`config.mk`:
```
export PLATFORM = sky130hd
export DESIGN_NAME = sre_front_flat
export DESIGN_NICKNAME = d
export VERILOG_FILES = /design/src/hw/rtl/sre_pkg.sv /design/src/hw/rtl/sre_if.sv /design/src/hw/rtl/sre_front.sv /design/src/flat_wrapper.sv
export SDC_FILE = /design/constraint.sdc
export NUM_CORES = 1
export LEC_CHECK = 0
export ABC_CLOCK_PERIOD_IN_PS = 1550
export BUFFER_PORTS_ARGS = -buffer_cell sky130_fd_sc_hd__buf_2
export CAP_MARGIN = 20
export CORE_MARGIN = 2
export CORE_UTILIZATION = 46
export CTS_CLUSTER_SIZE = 40
export DETAILED_ROUTE_END_ITERATION = 12
export HOLD_SLACK_MARGIN = 0.15
export PLACE_DENSITY = 0.74
export RECOVER_POWER = 100
export SLEW_MARGIN = 30
export SYNTH_ARGS = -nofsm -noshare
export SYNTH_HDL_FRONTEND = slang
export SYNTH_SLANG_ARGS = --single-unit
```
`constraint.sdc`:
```
create_clock -name clk -period 1.55 [get_ports clk]
set_input_delay 0.2325 -clock clk [delete_from_list [all_inputs] [get_ports clk]]
set_output_delay 0.2325 -clock clk [all_outputs]
set_load 0.05 [all_outputs]
```
`src/hw/rtl/sre_pkg.sv`:
```
// Package for the simple RISC execute unit: operation codes, sizes and the
// instruction item type. No dependencies.
package sre_pkg;
  localparam int DataDepthDefault = 4096;
  localparam int IoRegCountDefault = 32;
  localparam int PcWidthDefault = 12;
  localparam int RegCount = 16;
  localparam int LastProtected = 2;
  localparam int ReturnIo = 7;

  typedef enum logic [4:0] {
    OP_ADD = 5'd0, OP_SUB = 5'd1, OP_MAC = 5'd2, OP_AND = 5'd3, OP_XOR = 5'd4,
    OP_SLL = 5'd5, OP_SRA = 5'd6, OP_SRL = 5'd7, OP_BEQ = 5'd8, OP_BNE = 5'd9,
    OP_BLT = 5'd10, OP_BGT = 5'd11, OP_BLE = 5'd12, OP_BGE = 5'd13,
    OP_JAL = 5'd14, OP_LW = 5'd15, OP_SW = 5'd16, OP_RETI = 5'd17,
    OP_IN = 5'd18, OP_OUT = 5'd19
  } op_t;

  typedef struct packed {
    logic [4:0] operation;
    logic [3:0] dest_index;
    logic [3:0] src_a_index;
    logic [3:0] src_b_index;
    logic [3:0] src_c_index;
  } instr_t;
endpackage

```
`src/hw/rtl/sre_if.sv`:
```
// Valid/ready channel interfaces for instructions and results.
// No dependencies.
interface sre_instr_if;
  logic valid;
  logic ready;
  logic [4:0] operation;
  logic [3:0] dest_index;
  logic [3:0] src_a_index;
  logic [3:0] src_b_index;
  logic [3:0] src_c_index;
  modport source (output valid, operation, dest_index, src_a_index, src_b_index,
                  src_c_index, input ready);
  modport sink (input valid, operation, dest_index, src_a_index, src_b_index,
                src_c_index, output ready);
endinterface


```
`src/hw/rtl/sre_front.sv`:
```
// Front end: accepts instruction items into a two-entry queue.
// Depends on sre_pkg and sre_if.
module sre_front (
  input  logic clk,
  input  logic rst,
  sre_instr_if.sink instr,
  input  logic pop,
  output logic avail,
  output sre_pkg::instr_t head
);
  import sre_pkg::*;
  instr_t q [2];
  logic rd_ptr, wr_ptr;
  logic [1:0] count;
  logic push;

  assign instr.ready = (count != 2'd2);
  assign push = instr.valid && instr.ready;
  assign avail = (count != 2'd0);
  assign head = q[rd_ptr];

  always_ff @(posedge clk) begin
    if (push) begin
      q[wr_ptr] <= '{instr.operation, instr.dest_index, instr.src_a_index,
                     instr.src_b_index, instr.src_c_index};
    end
    if (rst) begin
      rd_ptr <= 1'b0;
      wr_ptr <= 1'b0;
      count <= 2'd0;
    end else begin
      if (push) wr_ptr <= ~wr_ptr;
      if (pop) rd_ptr <= ~rd_ptr;
      count <= count + {1'b0, push} - {1'b0, pop};
    end
  end

  a_no_pop_empty: assert property (@(posedge clk) disable iff (rst) pop |-> avail)
    else $error("pop from empty queue");
  a_count_range: assert property (@(posedge clk) disable iff (rst) count != 2'd3)
    else $error("queue count out of range");
  a_push_full: assert property (@(posedge clk) disable iff (rst)
    (count == 2'd2) |-> !push) else $error("push into full queue");
endmodule

```
`src/flat_wrapper.sv`:
```
// flat-port wrapper written by rule: the top's interface ports become plain ports
module sre_front_flat import sre_pkg::*;
  (clk, rst, pop, avail, head, instr_valid, instr_operation, instr_dest_index, instr_src_a_index, instr_src_b_index, instr_src_c_index, instr_ready);
  sre_instr_if instr_i ();
  input  logic clk;
  input  logic rst;
  input  logic pop;
  output logic avail;
  output sre_pkg::instr_t head;
  input wire logic [$bits(instr_i.valid)-1:0] instr_valid;
  input wire logic [$bits(instr_i.operation)-1:0] instr_operation;
  input wire logic [$bits(instr_i.dest_index)-1:0] instr_dest_index;
  input wire logic [$bits(instr_i.src_a_index)-1:0] instr_src_a_index;
  input wire logic [$bits(instr_i.src_b_index)-1:0] instr_src_b_index;
  input wire logic [$bits(instr_i.src_c_index)-1:0] instr_src_c_index;
  output wire logic [$bits(instr_i.ready)-1:0] instr_ready;
  assign instr_i.valid = instr_valid;
  assign instr_i.operation = instr_operation;
  assign instr_i.dest_index = instr_dest_index;
  assign instr_i.src_a_index = instr_src_a_index;
  assign instr_i.src_b_index = instr_src_b_index;
  assign instr_i.src_c_index = instr_src_c_index;
  assign instr_ready = instr_i.ready;
  sre_front u_core (.clk(clk), .rst(rst), .instr(instr_i), .pop(pop), .avail(avail), .head(head));
endmodule
```
# == Word-level counts from Yosys, hierarchy flattened ==
# Memories as Yosys holds them, arrays and structs flattened. A register that Yosys moved wholly into a read port is not among the register bits.
# Index checks and enable logic that the tools add are counted.
# Widths: inputs -> output; s select.
# op_classes
reduce_logical,2
bitwise_logic,2
n_mux,4
n_eq_ne,1
n_addsub,2
# op_table
cell,count
$mux 1,4
$add 2x1->2,1
$ne 2x2->1 const B,1
$not 1->1,2
$reduce_bool 2->1,1
$sub 2x1->2,1
$logic_and 1x1->1,1
# word_totals
reg_bits,4
ramBits,42
mem_count,1
word_cells,15
out_inout_bits,23
# mem_list
memory,words,word_bits,rd,rd_clocked_by_memory_dff,wr,line_no,source
u_core.q,2,21,1,1,1,sre_front.sv:12,instr_t q [2];

# == Logic depth before layout (Yosys ltp) ==
# depth
word_depth,4
mapped_depth,5
depth_no_buf,5

# == Least setup slack after synthesis ==
# No wires, ideal clock.
# synth_path
path_kind,reg2reg
start,reg u_core.count[0]
end,mem u_core.q[1][0] (netlist name) (enable)
arrival_ns,1.538
stages_incl_launch_ff,3
path_slack_ns,-0.367
synth_period_minus_slack_ns,1.917
setup_ns,0.379
t_required_ns,1.171
n_path_buf,0
cell_sequence,dfxtp_1 -> nand2b_1 -> and3_1
# synth_between
elab_chain_len,4
# synth_rtl
item,line_no,source
from (decl),sre_front.sv:14,logic [1:0] count;
from (signal assigned),sre_front.sv:34,"count <= count + {1'b0, push} - {1'b0, pop};"
$ne 2x2->1,sre_front.sv:17,assign instr.ready = (count != 2'd2);
named net instr_ready,flat_wrapper.sv:16,output wire logic [$bits(instr_i.ready)-1:0] instr_ready;
$logic_and 1x1->1,sre_front.sv:18,assign push = instr.valid && instr.ready;
$mux 1,sre_front.sv:23,if (push) begin
$mux 1 (implied by the code),sre_front.sv:24,"q[wr_ptr] <= '{instr.operation, instr.dest_index, instr.src_a_index,"
to (decl),sre_front.sv:12,
# The timed path passes the listed nets, and every way through them passes these cells.

==> impl_metrics.ini <==
[clock_network]
cts_made_buffers = 5
clockBufferDepth = 2
cts_tree = done
cts_setup_buffers = 0
root_buffer = clkbuf_8
htreeDepth = 2
worstSkewPairLatency_ns = 0.29
cts.sinks = 47
clk_pin_slew_ns = 0.08

[floorplanning]
die_w_um = 65.60
core_area_mm2 = 0.003661
rows = 22
io_pins = 48
start_util = 0.4768
die_area_mm2 = 0.004303
die_h_um = 65.60

[synth]
synth_seq_cells = 47
avgSynthCellArea_um2 = 19.18
synthCells = 91
async_flop_share = 0
yosysMostFrequentCell = edfxtp_1
yosys-top-cells-area = edfxtp_1 (72%), mux2_2 (14%), dfxtp_1 (5.7%)
yosysWarnings = 0
synth_largest_area_cell = edfxtp_1
syn-cell-area_mm2 = 0.001745
synth_top_area_frac = 0.7226
ys_types = 21
syn-num-nets = 117
synth-edff-count = 42
synth_common_cells = edfxtp_1 (42), mux2_2 (21), dfxtp_1 (5)
yosysSeqAreaShare = 0.7799
synth_ff_type = edfxtp_1

[critical_path]
crit_fanout = 6
reg2reg_depth = 5
required_ns = 1.32
max_stage_delay_ns = 0.40
reg2reg_from = u_core.count[0]
cpMaxStageDelayCell = dfxtp_4
crit_chain = clkbuf_16 -> mux2_4 -> buf_8
crit_arrival_ns = 1.32
cp-start-kind = register
end_kind = output port
worst-setup-path-type = register to output port

[timing]
hold_viol_final = 0
clock_skew_ns = 0.003105
setup_viol = 2
tightest_slew_ns = 0.3031
slew-limit-headroom = 0.7973
drv_slew = 0
rsz0062_at_grt = true
period_share = 1.001
fmax_mhz = 644.8
period_minus_slack_ns = 1.551
setup_ws_ns = -0.0009713

[detailed_routing]
drtAntennaViolNets = 0
wire_per_inst_um = 16.03
vias_per_cell = 4.805
first_iter_violations = 20
drc = 0
vias = 1062
wirelength_um = 3542
first_pass_iters = 4

[layout]
fin_area_mm2 = 0.002730
final_core_util = 0.7457
diodes = 0
drive_gt1_frac = 0.4393
fillers = 226
areaGrowthSynthToFinish_pct = 56.42
fin_nets = 198

[pwr]
p_leak_nw = 1.055
peakVddDrop_mv = 0.9576
p_total_mw = 3.337
p_per_area_mw_per_mm2 = 1222

[hold_path]
hold_depth = 2
hold_class = input port to register
hp-start = rst

[placed_design]
hpwlAfterDp_um = 1936
place.gp.congestion = 0.6755
io_buffers = 47
post_dp_cell_area_mm2 = 0.002076

[global_route]
track_usage = 0.1585
antenna_found_initial = 0
grt_pass1_vias = 1133
grt_overflow = 0
grt_max_degree = 22
grt_pass1_wl_um = 4843

[run_status]
violations = negative setup slack
status = finished with violations

[flow_run]
cap_violations = 0
## placed cells by master (no fill, tap or decap), drive strengths merged
| cell | n |
|---|---|
| nor2 | 3 |
| xnor2 | 1 |
| clkinv | 2 |
| a21oi | 2 |
| nand2b | 1 |
| bufinv | 1 |
| mux2 | 22 |
| and2b | 1 |
| dfxtp | 5 |
| and3 | 1 |
| nand3 | 1 |
| dlygate4sd3 | 21 |
| buf | 33 |
| clkinvlp | 2 |
| inv | 1 |
| ha | 1 |
| or2 | 1 |
| a21bo | 1 |
| clkbuf | 26 |
| a21o | 1 |
| nand3b | 1 |
| edfxtp | 42 |
| nand2 | 1 |
| mux2i | 1 |
| nor2b | 1 |
## final timing paths
path	endpoint	slack [ns]
hold / removal	u_core.count[0]	0.16
hold reg to reg	register	0.53
setup reg to reg	u_core.count[1]	0.03
setup / recovery	head[14]	-0.001
## flip-flops by register name, indices dropped and copies added, names as in the netlist, named ones only
register	count
u_core.count	2
u_core.q	42
u_core.wr_ptr	1
u_core.rd_ptr	1
## logic make-up (layout without fill, tap and decap cells)
| family | Yosys count | in the layout | share of synthesized area |
|---|---|---|---|
| mux | 23 | 23 | 0.1477 |
| flops | 47 | 47 | 0.7799 |
| buf+inv | 4 | 86 | 0.01004 |
| fa+ha+maj | 1 | 1 | 0.007167 |
| xor+xnor | 1 | 1 | 0.005019 |
| compound gates | 4 | 4 | 0.01577 |
| simple gates | 11 | 11 | 0.03442 |
## metrics by stage
stage	setup TNS (ns)	worst slack, ns	instances	hold WS (ns)
2_1_floorplan	0	0.009320	91	0.3016
3_3_place_gp	0	0.05730	189	0.4222
3_5_place_dp	-0.09022	-0.09022	189	0.4245
4_1_cts	-0.09414	-0.01429	218	0.1570
5_1_grt	-0.7518	-0.04623	221	0.1607
6_report	-0.001751	-0.0009713	221	0.1637
## critical path: cells and delay by family (launching register included)
kind,cells,cell delay (ns)
muxes,1,0.31
DFF,1,0.40
buffers and inverters,2,0.31
## where the power goes
group | leakage [nW] | internal (mW) | switching, mW
clock | 0.0556 | 0.472 | 0.373
combinational | 0.566 | 0.434 | 0.521
sequential | 0.433 | 1.50 | 0.0404
total | 1.06 | 2.40 | 0.935
## area by class of cell
| cell class | instances | area, µm² | area share |
|---|---|---|---|
| clock buffers | 5 | 68.82 | 0.02521 |
| clock inverters | 3 | 38.79 | 0.01421 |
| inverters | 2 | 11.26 | 0.004125 |
| multi-input cells | 40 | 461.7 | 0.1691 |
| flip-flops and latches | 47 | 1366 | 0.5005 |
| well taps | 48 | 60.06 | 0.02200 |
| repair buffers | 75 | 715.7 | 0.2621 |
| repair inverters | 1 | 7.507 | 0.002750 |
## per-layer routing
metal / vias up / routed length (µm) / track usage
li1: 510 / - / -
met1: 520 / 1345 / 0.1541
met2: 28 / 1974 / 0.3010
met3: 4 / 186 / 0.05822
met4: 0 / 37 / 0.05990
met5: - / 0 / 0
## repair_timing
action	CTS	global route
hold buffers	21	0
hold endpoints to repair	42	0
gates cloned	0	3
resized for setup	43	52
endpoints found under the setup margin	22	43
pin swaps	0	0
No activity file was read; power rests on OpenSTA's default activity.
